`config.mk`:
```
export PLATFORM = sky130hd
export DESIGN_NAME = bipt_queue
export DESIGN_NICKNAME = d
export VERILOG_FILES = /design/src/hw/rtl/bipt_pkg.sv /design/src/hw/rtl/bipt_queue.sv
export SDC_FILE = /design/constraint.sdc
export NUM_CORES = 1
export LEC_CHECK = 0
export ABC_CLOCK_PERIOD_IN_PS = 13530
export BUFFER_PORTS_ARGS = -buffer_cell sky130_fd_sc_hd__buf_2
export CAP_MARGIN = 20
export CELL_PAD_IN_SITES_DETAIL_PLACEMENT = 0
export CELL_PAD_IN_SITES_GLOBAL_PLACEMENT = 1
export CORE_ASPECT_RATIO = 1.25
export CORE_MARGIN = 4
export CORE_UTILIZATION = 50
export CTS_BUF_LIST = sky130_fd_sc_hd__clkbuf_4
export CTS_CLUSTER_DIAMETER = 40
export DETAILED_ROUTE_END_ITERATION = 6
export PLACE_DENSITY_LB_ADDON = 0.1
export SKIP_CTS_REPAIR_TIMING = 1
export SYNTH_ARGS = -nofsm -noshare
export SYNTH_HDL_FRONTEND = slang
export SYNTH_SLANG_ARGS = --single-unit
```
`constraint.sdc`:
```
create_clock -name clk -period 13.53 [get_ports clk]
set_input_delay 2.706 -clock clk [delete_from_list [all_inputs] [get_ports clk]]
set_output_delay 2.706 -clock clk [all_outputs]
set_load 0.02 [all_outputs]
```
`src/hw/rtl/bipt_pkg.sv`:
```
// Shared types, constants and helper functions of the block insert point transform.
package bipt_pkg;

  // Configuration register indexes.
  localparam logic [2:0] REG_BASE_POINT   = 3'd0;
  localparam logic [2:0] REG_INSERT_POINT = 3'd1;
  localparam logic [2:0] REG_SCALE_PAIR   = 3'd2;
  localparam logic [2:0] REG_SPACING_PAIR = 3'd3;
  localparam logic [2:0] REG_ROTATION     = 3'd4;
  localparam logic [2:0] REG_COLUMN_COUNT = 3'd5;
  localparam logic [2:0] REG_ROW_COUNT    = 3'd6;

  localparam logic [63:0] SCALE_RESET = 64'h0001_0000_0001_0000;

  localparam logic [30:0] Q30_ONE    = 31'h4000_0000;
  localparam logic [31:0] THETA_STEP = 32'd292818;
  localparam logic [37:0] SCALED_LIM = '1;

  typedef struct packed {
    logic [63:0] base_point;
    logic [63:0] insert_point;
    logic [63:0] scale_pair;
    logic [63:0] spacing_pair;
    logic [15:0] rotation;
    logic [3:0]  column_count;
    logic [3:0]  row_count;
  } cfg_t;

  // One rotated point waiting for the array expansion.
  typedef struct packed {
    logic signed [40:0] rx;
    logic signed [40:0] ry;
    logic signed [31:0] olen;
  } entry_t;

  // Horner divisors: sine terms first, then cosine terms.
  function automatic logic [6:0] horner_div(input logic [3:0] idx);
    logic [6:0] d;
    case (idx)
      4'd0:    d = 7'd72;
      4'd1:    d = 7'd42;
      4'd2:    d = 7'd20;
      4'd3:    d = 7'd6;
      4'd4:    d = 7'd90;
      4'd5:    d = 7'd56;
      4'd6:    d = 7'd30;
      4'd7:    d = 7'd12;
      default: d = 7'd2;
    endcase
    return d;
  endfunction

  // floor(2^32 / divisor) for the same order of terms.
  function automatic logic [31:0] horner_recip(input logic [3:0] idx);
    logic [31:0] r;
    case (idx)
      4'd0:    r = 32'd59652323;
      4'd1:    r = 32'd102261126;
      4'd2:    r = 32'd214748364;
      4'd3:    r = 32'd715827882;
      4'd4:    r = 32'd47721858;
      4'd5:    r = 32'd76695844;
      4'd6:    r = 32'd143165576;
      4'd7:    r = 32'd357913941;
      default: r = 32'd2147483648;
    endcase
    return r;
  endfunction

  function automatic logic signed [31:0] sat32(input logic signed [47:0] v);
    logic signed [31:0] s;
    if (v > 48'sd2147483647) begin
      s = 32'sh7FFF_FFFF;
    end else if (v < -48'sd2147483648) begin
      s = 32'sh8000_0000;
    end else begin
      s = v[31:0];
    end
    return s;
  endfunction

endpackage

```
`src/hw/rtl/bipt_queue.sv`:
```
// Two-entry queue of rotated points between the front end and the array expansion.
module bipt_queue import bipt_pkg::*; (
  input  logic   clk,
  input  logic   rst_n,
  input  logic   we,
  input  entry_t wdata,
  output logic   full,
  input  logic   re,
  output entry_t rdata,
  output logic   empty
);

  entry_t     mem_r [2];
  logic       wr_ptr_r, rd_ptr_r;
  logic [1:0] count_r;

  always_ff @(posedge clk) begin
    if (!rst_n) begin
      wr_ptr_r <= 1'b0;
      rd_ptr_r <= 1'b0;
      count_r  <= 2'd0;
    end else begin
      if (we) wr_ptr_r <= ~wr_ptr_r;
      if (re) rd_ptr_r <= ~rd_ptr_r;
      if (we && !re) count_r <= count_r + 2'd1;
      else if (re && !we) count_r <= count_r - 2'd1;
    end
  end

  always_ff @(posedge clk) begin
    if (we) mem_r[wr_ptr_r] <= wdata;
  end

  assign full  = (count_r == 2'd2);
  assign empty = (count_r == 2'd0);
  assign rdata = mem_r[rd_ptr_r];

endmodule

```
# Yosys cells after proc, flatten, opt, wreduce, memory -nomap -nowiden
# Memories as Yosys holds them, arrays and structs flattened. A register that Yosys moved wholly into a read port is not among the register bits.
# Index checks and enable logic that the tools add are counted.
word_totals:
  ff_bits: 4
  mem_bits_rw: 228
  input_bits: 118
  n_memories: 1
memory_table:
  columns: ["memory", "words", "width", "read_ports", "rd_ports_with_merged_regs", "write_ports", "line", "source"]
  rows:
  - ["mem_r", 2, 114, 1, 1, 1, "bipt_queue.sv:13", "entry_t mem_r [2];"]
classes:
  add_sub_neg: 2
  eq_ne: 1
  muxes: 6
  bitwise: 2
  n_reduce_logical: 6
ops:
  columns: ["cell", "n"]
  rows:
  - ["$mux 1", 4]
  - ["$mux 2", 2]
  - ["$add 2x1->2 const B", 1]
  - ["$eq 2x2->1 const B", 1]
  - ["$logic_and 1x1->1", 2]
  - ["$logic_not 1->1", 2]
  - ["$logic_not 2->1", 1]
  - ["$not 1->1", 2]
  - ["$reduce_bool 2->1", 1]
  - ["$sub 2x1->2 const B", 1]

# Longest topological paths before layout
logic_depth:
  word_depth: 4
  ltp_mapped: 5
  depth_no_buf: 5

# Least setup slack after synthesis
# OpenSTA, ideal clock, no wires.
synth_path:
  kind: "input port to flip-flop"
  start: "input port we"
  end: "memory mem_r[0][0] in the netlist's numbering, enable pin"
  arrival_time_ns: 7.687
  slack_ns: 5.241
  path_stages: 1
  path_buffers: 0
  path_cell_list: "nor2b_1"
synth_between:
  elab_chain_cells: 2
synth_rtl:
  columns: ["item", "line", "source"]
  rows:
  - ["start, declared", "bipt_queue.sv:5", "input logic we,"]
  - ["$mux 1", "bipt_queue.sv:31", "if (we) mem_r[wr_ptr_r] <= wdata;"]
  - ["$mux 1 (not written as such)", "bipt_queue.sv:31", null]
  - ["end, declared", "bipt_queue.sv:13", null]
# No other way between the ends.

==> metrics <==
vias in the first global route 4,914; Initial Util between 50% and 60%; Final Hold Viols 0; Via density 4.845; Reg2Reg Setup Slack 11,310 ps; unrepaired setup endpoints after global routing no; CTS max path bufs 3; IO Port Bufs 233; LEAKAGE 4.238 nW; Comb power frac 12.3%; initial DRC count 191; Fin Setup TNS 0 ps; hold crit path type flip-flop to flip-flop; Tot Pwr approximately 0.0016 W; worst vdd ir 0.00009728 V; CTS Sinks 233; Synth Area per Inst roughly 23 sq um; die area 19,570 sq um; GRT overflow 0; CTS clk-pin slew, worst paths 70 ps; DRC violations left 0; final WL between 15,000 and 20,000 microns; fin util ~63%; I/O pin total 234; Worst Path Arrival 3120 ps; routed vias 4,482; placed cells 821; number of detailed-route iterations in the first pass 4; Synth top area share 78.78%; sequential power share 54.3%; period utilization 43.07%; most frequent cell after synthesis edfxtp_1; cell row count 53; Critical Path RT 10,820 ps; CTS tree built; WL per Instance between 15 and 20 microns; Yosys warnings 0; worst skew pair latency 620 ps; Core Box Area 16,980 sq um; crit path launch type flip-flop; switch share 23.82%; P per Cell Area 145.7 nW/um^2; GP Congestion 0.7193; Die Wd between 100 and 150 microns; synth cell count leaders edfxtp_1 (228), mux2_4 (60), mux2_2 (54); first-pass GRT wire length roughly 25,000 microns; Final Setup Violations 0; Detailed Place HPWL 10,540 microns; CP Max Fanout 66; root buffer cell clkbuf_4; Final Non-Filler Cells 925; Synth Flop Type edfxtp_1; Worst Clk Skew around 23 ps; reg2reg path depth 2; # Max-Cap Violations 0; EDFF count, synth approximately 230; area grow syn2layout 23.65%; GRT Total Usage 16.06%; synth unique cells 18; initial antenna violation count 6; CP endpoint rdata[48]; Mapped Area 8691 sq um; sequential-to-total area share from yosys stat 79.93%; Gate Count Post-Synth approximately 380; Int Pwr 0.001193 W; Final nets approximately 780; Net Sw Power ~0.00037 W; Max Fclk 171.6 MHz; Clk pwr share 33.4%; Post-Syn Nets 496; worst r2r src wr_ptr_r; H-tree depth 2; Hold Crit Depth 2; Final min period 5827 ps; Least-Margin Pin Slew 1036 ps; r2r endpoint mem_r[1][11]; TritonCTS Buffers 55; outcome finished, final reports clean; Rel. slew slack 30.95%; antenna-violating nets left 0; top post-synthesis cells by area edfxtp_1 (79%), mux2_4 (10%), mux2_2 (7.0%); WS Path Type flip-flop to output port; Die H approximately 160 microns; share of layout cells above drive strength 1 between 60% and 70%; fill cell count 1,319; largest net degree at the start of global routing 74; critical hold path startpoint count_r[1]; cell accounting for the most synthesized area edfxtp_1; Worst setup EP type output port; Final Max Tran Viols 0; ys async rst share 0%; Synth Register Bits 233
==> critical path, cell delays in order (launching register included) <==
cell	delay, ps
dfxtp_4	900
buf_4	900
mux2_2	440
buf_2	160
==> layout make-up <==
type	count	area (sq um)	area share (%)
Antenna cell	3	7.507	0.06986
Clock buffer	80	600.6	5.589
Clock inverter	21	81.33	0.7568
Inverter	1	3.754	0.03493
Multi-Input combinational cell	130	1632	15.18
Sequential cell	233	6950	64.68
Tap cell	220	275.3	2.561
Timing Repair Buffer	237	1196	11.13
==> state kept, by name (all words and copies together), names as in the netlist, named ones only <==
name and flops:
count_r 2, rd_ptr_r 1, mem_r 228, wr_ptr_r 1
==> layer usage <==
layer / vias to the layer above / GRT usage (%) / wire length, microns
met5: - / 0 / 41
li1: 2104 / - / -
met1: 2143 / 17.36 / 5784
met3: 40 / 7.521 / 1597
met2: 189 / 26.91 / 8168
met4: 6 / 7.307 / 425
==> cells by family after synthesis <==
logic type	share of synthesized area, %
flops	79.93
mux	17.36
buf+inv	1.411
simple gates	0.6190
compound gates	0.2304
xor+xnor	0.3024
fa+ha+maj	0.1439
==> power by group through the flow <==
stage | Combinational [W] | Clock [W] | Sequential, W
2_1_floorplan | 0.000137 | 0 | 0.000861
5_1_grt | 0.000207 | 0.000592 | 0.000854
3_3_place_gp | 0.000193 | 0 | 0.000865
3_5_place_dp | 0.000196 | 0 | 0.000867
6_report | 0.000193 | 0.000523 | 0.000850
4_1_cts | 0.000197 | 0.000546 | 0.000851
==> how the worst min path moves through the flow <==
| stage | to | slack (ps) |
|---|---|---|
| 2_1_floorplan | count_r[1] | 470 |
| 3_5_place_dp | count_r[1] | 510 |
| 6_report | count_r[1] | 520 |
| 3_3_place_gp | count_r[1] | 480 |
| 5_1_grt | count_r[1] | 580 |
| 4_1_cts | count_r[1] | 520 |
==> metrics by stage <==
| stage | hold slack, ps | area, sq um | setup slack [ps] |
|---|---|---|---|
| 6_report | 519.1 | 10750 | 7703 |
| 5_1_grt | 582.4 | 10750 | 7458 |
| 4_1_cts | 517.0 | 10740 | 7567 |
| 3_5_place_dp | 507.0 | 10060 | 8302 |
| 3_3_place_gp | 476.9 | 10060 | 8340 |
| 2_1_floorplan | 465.6 | 8691 | 5241 |
==> cell usage in the layout (no fill, tap or decap), types with 2 or more instances in the layout <==
| master | n |
|---|---|
| dfxtp_1 | 4 |
| buf_4 | 4 |
| diode_2 | 3 |
| xor2_1 | 2 |
| buf_2 | 233 |
| clkinv_1 | 19 |
| mux2_2 | 54 |
| mux2_4 | 60 |
| and2_1 | 3 |
| nor2b_1 | 2 |
| clkinv_2 | 2 |
| edfxtp_1 | 228 |
| clkbuf_4 | 80 |
No activity file was read; power rests on OpenSTA's default activity.
