[config.mk]
export PLATFORM = sky130hd
export DESIGN_NAME = bipt_back
export DESIGN_NICKNAME = d
export VERILOG_FILES = /design/src/hw/rtl/bipt_pkg.sv /design/src/hw/rtl/bipt_back.sv
export SDC_FILE = /design/constraint.sdc
export NUM_CORES = 1
export LEC_CHECK = 0
export ABC_AREA = 1
export BUFFER_PORTS_ARGS = -buffer_cell sky130_fd_sc_hd__buf_4
export CAP_MARGIN = 20
export CORE_AREA = 2 2 202 204
export CTS_CLUSTER_SIZE = 8
export DETAILED_ROUTE_END_ITERATION = 7
export DIE_AREA = 0 0 204 206
export PLACE_DENSITY = 0.82
export SYNTH_ARGS = -nofsm -noshare
export SYNTH_HDL_FRONTEND = slang
export SYNTH_SLANG_ARGS = --single-unit
[constraint.sdc]
create_clock -name clk -period 8.2 [get_ports clk]
set_clock_uncertainty 0.05 [all_clocks]
set_input_delay 1.64 -clock clk [delete_from_list [all_inputs] [get_ports clk]]
set_output_delay 1.64 -clock clk [all_outputs]
set_load 0.01 [all_outputs]
[src/hw/rtl/bipt_pkg.sv]
// Shared types, constants and helper functions of the block insert point transform.
package bipt_pkg;

  // Configuration register indexes.
  localparam logic [2:0] REG_BASE_POINT   = 3'd0;
  localparam logic [2:0] REG_INSERT_POINT = 3'd1;
  localparam logic [2:0] REG_SCALE_PAIR   = 3'd2;
  localparam logic [2:0] REG_SPACING_PAIR = 3'd3;
  localparam logic [2:0] REG_ROTATION     = 3'd4;
  localparam logic [2:0] REG_COLUMN_COUNT = 3'd5;
  localparam logic [2:0] REG_ROW_COUNT    = 3'd6;

  localparam logic [63:0] SCALE_RESET = 64'h0001_0000_0001_0000;

  localparam logic [30:0] Q30_ONE    = 31'h4000_0000;
  localparam logic [31:0] THETA_STEP = 32'd292818;
  localparam logic [37:0] SCALED_LIM = '1;

  typedef struct packed {
    logic [63:0] base_point;
    logic [63:0] insert_point;
    logic [63:0] scale_pair;
    logic [63:0] spacing_pair;
    logic [15:0] rotation;
    logic [3:0]  column_count;
    logic [3:0]  row_count;
  } cfg_t;

  // One rotated point waiting for the array expansion.
  typedef struct packed {
    logic signed [40:0] rx;
    logic signed [40:0] ry;
    logic signed [31:0] olen;
  } entry_t;

  // Horner divisors: sine terms first, then cosine terms.
  function automatic logic [6:0] horner_div(input logic [3:0] idx);
    logic [6:0] d;
    case (idx)
      4'd0:    d = 7'd72;
      4'd1:    d = 7'd42;
      4'd2:    d = 7'd20;
      4'd3:    d = 7'd6;
      4'd4:    d = 7'd90;
      4'd5:    d = 7'd56;
      4'd6:    d = 7'd30;
      4'd7:    d = 7'd12;
      default: d = 7'd2;
    endcase
    return d;
  endfunction

  // floor(2^32 / divisor) for the same order of terms.
  function automatic logic [31:0] horner_recip(input logic [3:0] idx);
    logic [31:0] r;
    case (idx)
      4'd0:    r = 32'd59652323;
      4'd1:    r = 32'd102261126;
      4'd2:    r = 32'd214748364;
      4'd3:    r = 32'd715827882;
      4'd4:    r = 32'd47721858;
      4'd5:    r = 32'd76695844;
      4'd6:    r = 32'd143165576;
      4'd7:    r = 32'd357913941;
      default: r = 32'd2147483648;
    endcase
    return r;
  endfunction

  function automatic logic signed [31:0] sat32(input logic signed [47:0] v);
    logic signed [31:0] s;
    if (v > 48'sd2147483647) begin
      s = 32'sh7FFF_FFFF;
    end else if (v < -48'sd2147483648) begin
      s = 32'sh8000_0000;
    end else begin
      s = v[31:0];
    end
    return s;
  endfunction

endpackage

[src/hw/rtl/bipt_back.sv]
// Back end: walks the insert array, adds offsets, saturates and holds the result register.
module bipt_back import bipt_pkg::*; #(
  parameter int MAX_COLUMNS = 8,
  parameter int MAX_ROWS    = 8
) (
  input  logic               clk,
  input  logic               rst_n,
  input  cfg_t               cfg,
  input  entry_t             q_rdata,
  input  logic               q_empty,
  output logic               q_re,
  output logic               out_empty,
  input  logic               out_pop,
  output logic signed [31:0] out_x,
  output logic signed [31:0] out_y,
  output logic signed [31:0] out_length,
  output logic [2:0]         out_col_index,
  output logic [2:0]         out_row_index,
  output logic               out_last_instance
);

  logic [3:0] ncols, nrows;
  logic [2:0] col_last, row_last;

  always_comb begin
    if (cfg.column_count == 4'd0) ncols = 4'd1;
    else if (cfg.column_count > 4'(MAX_COLUMNS)) ncols = 4'(MAX_COLUMNS);
    else ncols = cfg.column_count;
    if (cfg.row_count == 4'd0) nrows = 4'd1;
    else if (cfg.row_count > 4'(MAX_ROWS)) nrows = 4'(MAX_ROWS);
    else nrows = cfg.row_count;
    col_last = 3'(ncols - 4'd1);
    row_last = 3'(nrows - 4'd1);
  end

  logic               busy_r;
  entry_t             ent_r;
  logic [2:0]         k_r, r_r;
  logic signed [34:0] coff_r, roff_r;
  logic               ov_r;
  logic signed [31:0] ox_r, oy_r, ol_r;
  logic [2:0]         oc_r, orow_r;
  logic               olast_r;

  logic               advance, col_end, row_end;
  logic signed [47:0] sumx, sumy;

  always_comb begin
    advance = busy_r && (!ov_r || out_pop);
    col_end = (k_r == col_last);
    row_end = (r_r == row_last);
    sumx = 48'(ent_r.rx) + 48'($signed(cfg.insert_point[31:0])) + 48'(coff_r);
    sumy = 48'(ent_r.ry) + 48'($signed(cfg.insert_point[63:32])) + 48'(roff_r);
  end

  assign q_re = !busy_r && !q_empty;

  always_ff @(posedge clk) begin
    if (!rst_n) begin
      busy_r <= 1'b0;
      ov_r   <= 1'b0;
    end else begin
      if (q_re) busy_r <= 1'b1;
      else if (advance && col_end && row_end) busy_r <= 1'b0;
      if (advance) ov_r <= 1'b1;
      else if (out_pop) ov_r <= 1'b0;
    end
  end

  always_ff @(posedge clk) begin
    if (q_re) begin
      ent_r  <= q_rdata;
      k_r    <= '0;
      r_r    <= '0;
      coff_r <= '0;
      roff_r <= '0;
    end else if (advance) begin
      if (col_end) begin
        k_r    <= '0;
        coff_r <= '0;
        r_r    <= r_r + 3'd1;
        roff_r <= roff_r + 35'($signed(cfg.spacing_pair[63:32]));
      end else begin
        k_r    <= k_r + 3'd1;
        coff_r <= coff_r + 35'($signed(cfg.spacing_pair[31:0]));
      end
    end
    if (advance) begin
      ox_r    <= sat32(sumx);
      oy_r    <= sat32(sumy);
      ol_r    <= ent_r.olen;
      oc_r    <= k_r;
      orow_r  <= r_r;
      olast_r <= col_end && row_end;
    end
  end

  assign out_empty         = !ov_r;
  assign out_x             = ox_r;
  assign out_y             = oy_r;
  assign out_length        = ol_r;
  assign out_col_index     = oc_r;
  assign out_row_index     = orow_r;
  assign out_last_instance = olast_r;

endmodule

After elaboration in Yosys (flattened, before gate mapping)
Cells that the tools add are included.
Widths: inputs -> output; s select.
{ "op_classes": {"n_addsub": 10, "magnitude_cmp": 6, "eq_ne": 2, "n_mux": 12, "reduce_logical": 14} }
{ "op_table": {"columns": ["cell", "count"], "rows": [
  ["$add 42x35->43", 2],
  ["$gt 43x32->1 const B", 2],
  ["$lt 43x32->1 const B", 2],
  ["$add 41x32->42", 2],
  ["$add 35x32->35", 2],
  ["$mux 32", 2],
  ["$mux 35", 1],
  ["$mux 3", 5],
  ["$gt 4x4->1 const B", 2],
  ["$logic_not 4->1", 2],
  ["$add 3x1->3 const B", 2],
  ["$eq 3x3->1", 2],
  ["$sub 3x1->3 const B", 2],
  ["$logic_and 1x1->1", 5],
  ["$mux 1", 4],
  ["$reduce_bool 2->1", 2],
  ["$logic_not 1->1", 3],
  ["$reduce_and 2->1", 1],
  ["$logic_or 1x1->1", 1]
]} }
{ "word_totals": {"regBits": 295, "word_cells": 59} }

Longest topological paths before layout
{ "logic_depth": {"depth_word": 9, "ltp_mapped": 22, "ltp_nobuf": 21} }

Worst setup path after synthesis
OpenSTA, ideal clock, no wires.
{ "synth_path": {"kind": "input to output", "from": "in q_empty", "to": "out q_re", "arrival_time_ns": 5.217, "slack_ns": 1.293, "cell_stages": 2, "path_cell_list": "nor2_1 clkbuf_1"} }
{ "synth_via": {"elab_chain_len": 2} }
{ "synth_rtl": {"columns": ["element", "line", "source"], "rows": [
  ["start: declaration", "bipt_back.sv:10", "input logic q_empty,"],
  ["$logic_not 1->1", "bipt_back.sv:56", "assign q_re = !busy_r && !q_empty;"],
  ["$logic_and 1x1->1", "bipt_back.sv:56", null],
  ["end: declaration", "bipt_back.sv:11", "output logic q_re,"]
]} }
Every way passes these cells.

Worst setup path in the final report
{ "layout_path": {"from": "in cfg[185] (netlist name)", "to": "reg oy_r[7], in the netlist out_y[7] (data pin)"} }
{ "layout_via": {"elab_chain_len": 4, "elab_cells_between_ends": 5} }
{ "layout_rtl": {"columns": ["element", "line", "source"], "rows": [
  ["start: declaration", "bipt_back.sv:8", "input cfg_t cfg,"],
  ["$add 41x32->42 (*)", "bipt_back.sv:53", "sumy = 48'(ent_r.ry) + 48'($signed(cfg.insert_point[63:32])) + 48'(roff_r);"],
  ["$add 42x35->43 (*)", "bipt_back.sv:53", null],
  ["$lt 43x32->1", "bipt_pkg.sv:74", "end else if (v < -48'sd2147483648) begin"],
  ["$mux 32", "bipt_pkg.sv:74", null],
  ["end signal: assignment", "bipt_back.sv:90", "oy_r <= sat32(sumy);"],
  ["end: declaration", "bipt_back.sv:41", "logic signed [31:0] ox_r, oy_r, ol_r;"]
]} }
Every way passes the cells marked *; elsewhere a longest branch is shown, timed or not.
A chain may end at the register's enable or synchronous reset.

==> impl_metrics.toml <==
[outcome]
run_status = "complete, no violations"

[logic_synthesis]
synth_top_family_by_area = "simple AND/OR/NAND/NOR gates"
ys_ff_latch = 295
synth_compound_area_frac = 0.102
synth_area_leaders = "edfxtp_1 29%, nand2_1 16%, ha_1 8.7%"
synth_top_area_frac = 0.294
post_synth.cell_area_avg_um2 = 7.81
synth_edf_count = 217
yosysSeqAreaShare = 0.365
synthArstFlopShare = 0
synth.mux.area_fraction = 0
synth_cell_type_count = 43
yosys.area_share.simple = 0.258
synth_fa_ha_area_frac = 0.165
yosys_most_used_dff = "edfxtp_1"
syn_nets = 3474
syn-cell-area_um2 = 22100
synthXorXnorAreaFrac = 0.0368
synth_top_area_cell = "edfxtp_1"
synthCells = 2836
synth_warnings = 0

[critical_path]
cp_slowest_stage_delay_ps = 470
cp_cell_sequence = "buf_4 > fa_1 > ha_1 > fa_1 > nand3_1 > nand3_1 > nand2_1 > nand2_1 > nand3_1 > nand2_1 > nand2_1 > nand2_1 > nand2_1 > nand2_1 > nor2_1 > nand2_1 > nor2_1 > nand3_1 > nand2_2 > nand2_1"
required_ps = 8430
worstSetupStartpointType = "input pin"
crit_start = "cfg[185]"
end_kind = "flip-flop"
crit_type = "input pin to flip-flop"
crit_arrival_ps = 4950
rr_startpoint = "coff_r[34]$_SDFFE_PP0P_"
cp_max_fo = 31
crit_top_cell = "nand2_1"
slowest_stage = "fa_1"

[route]
via_per_inst = 5.44
dr.pass1.iters = 6
drc_errors = 0
ant_nets = 0
drtIter0Drc = 1678
postRouteWirelength_um = 71800
wl_per_cell_um = 19.0
via_count = 20500

[timing]
fin_setup_tns_ps = 0
max_freq_ghz = 0.212
fin_hold_ws_ps = 365
min_period_ps = 4720
tightest_slew_ps = 922
fin_crit_sh = 0.575
finalMaxSlewViolations = 0
layout_setup_ws_ps = 3480
hold_viol = 0
relSlewSlack = 0.385
finalSetupViolCount = 0
rsz0062_at_grt = "no"

[floorplanning]
rows = 74
die_y_um = 206
io_pins = 503
coreArea_um2 = 40200
start_util = 0.551
die_x_um = 204
dieArea_um2 = 42000

[cells_and_area]
fin_area_um2 = 26600
stdcell_count = 3775
fin_nets = 3851
multi_input_area_um2 = 12400
area_growth_pct = 20.2
drive_above_1_share = 0.150
regArea_um2 = 8080
fillers = 3452

[pwr]
p_leak_nw = 13.1
powerDensity_nw_per_um2 = 244
max-vdd-ir-drop_mv = 0.202

[grt]
first_global_vias = 20100
grt_overflow_total = 0
grt_max_degree = 72
grt_usage = 0.342
antenna_found_initial = 5
grt_pass1_wl_um = 109000

[job]
max_cap_viol_count = 0

[clock_tree]
tritoncts = "yes"
path_clk_slew_ps = 50
cts_setup_buffers = 0
clk_path_buf_depth = 3
clkSinkCount = 295
clockRootBuffer = "clkbuf_16"
cts_buffers = 43
postCtsResizedCells = 0
clk_latency_ps = 590
holdBufCountCts = 0
htree_num_levels = 2

[min_path]
hold_path.startpoint = "ent_r[0]$_DFFE_PP_"
hold_class = "flip-flop to flip-flop"

[place]
io_buffers = 358
placed_cells = 3699
place_ws_ps = 2950
place_area_um2 = 25300
place_hpwl_um = 58600
place.gp.congestion = 1.04
[critical path: cells and delay by family]
family                   cells  cell delay, ps
AND/OR/NAND/NOR             16            2020
buffers and inverters        1             120
adder cells (fa/ha/maj)      3            1150
[path summary, 6_finish.rpt]
path,end,slack (ps),cells after the start
max,out_y[7]$_SDFFCE_PN1P_,3480,20
max reg2reg,out_x[15]$_SDFFCE_PN1P_,4120,14
min reg2reg,out_length[0]$_DFFE_PP_,360,0
min,out_length[0]$_DFFE_PP_,360,0
[registers in the layout (all words and copies together) (netlist names), 3 cells and up]
| register | cells |
|---|---|
| ent_r | 114 |
| out_row_index | 3 |
| roff_r | 35 |
| out_y | 32 |
| r_r | 3 |
| coff_r | 35 |
| k_r | 3 |
| out_col_index | 3 |
| out_length | 32 |
| out_x | 32 |
[per-layer routing]
metal | global-route usage | routed length (um) | vias up
met5 | 0 | 0 | -
met4 | 0.131 | 2880 | 0
met3 | 0.0506 | 5850 | 150
met2 | 0.569 | 33100 | 923
met1 | 0.451 | 29900 | 9467
li1 | - | - | 10000
[synth_stat cells, drive strengths merged (2+ instances only)]
library cell / instances
o221ai: 3
o21bai: 31
o21a: 12
o211ai: 10
inv: 379
nor4: 5
dfxtp: 78
nand2: 941
nand4: 27
a21o: 12
nand3: 120
a31oi: 13
xnor2: 34
and3: 2
nor2: 252
a21oi: 216
buf: 15
clkbuf: 19
nor3: 24
ha: 154
a21boi: 5
edfxtp: 217
xor2: 59
fa: 86
nand3b: 8
o21ai: 98
or2: 9
[report_power, final]
| part | switching, W | internal (W) | total, W |
|---|---|---|---|
| Combinational | 0.00183 | 0.00101 | 0.00284 |
| Clock | 0.000675 | 0.000986 | 0.00166 |
| Sequential | 0.000142 | 0.00186 | 0.00200 |
[logic make-up (layout without fill, tap and decap cells)]
logic type	Yosys count	in the layout
compound gates	406	406
xor+xnor	93	93
fa+ha+maj	240	240
buf+inv	413	815
flops	295	295
other cells	0	5
simple gates	1389	1389
[stage by stage]
| stage | total power (W) | util |
|---|---|---|
| 2_1_floorplan | 0.00391 | - |
| 3_5_place_dp | 0.00480 | 0.631 |
| 5_1_grt | 0.00690 | 0.662 |
| 6_report | 0.00650 | 0.663 |
| 4_1_cts | 0.00648 | 0.662 |
| 3_3_place_gp | 0.00475 | 0.631 |
[cell type report]
cell class                      count  area share
Clock buffer                       66      0.0444
Tap cell                          532      0.0250
Multi-Input combinational cell   2128       0.467
Timing Repair Buffer              366       0.104
Clock inverter                      4     0.00216
Sequential cell                   295       0.303
Antenna cell                        5    0.000470
Inverter                          379      0.0535
[cell usage in the layout (no fill, tap or decap), drive strengths merged, types with 10 or more instances in the layout]
cell type | Yosys | layout
o21a | 12 | 12
nand2 | 941 | 941
xor2 | 59 | 59
a21oi | 216 | 216
o21bai | 31 | 31
nor3 | 24 | 24
clkbuf | 19 | 66
o211ai | 10 | 10
fa | 86 | 86
nand4 | 27 | 27
nand3 | 120 | 120
inv | 379 | 380
xnor2 | 34 | 34
a31oi | 13 | 13
nor2 | 252 | 252
ha | 154 | 154
dfxtp | 78 | 78
edfxtp | 217 | 217
buf | 15 | 366
o21ai | 98 | 98
a21o | 12 | 12
(Power assumes the default switching activity.)
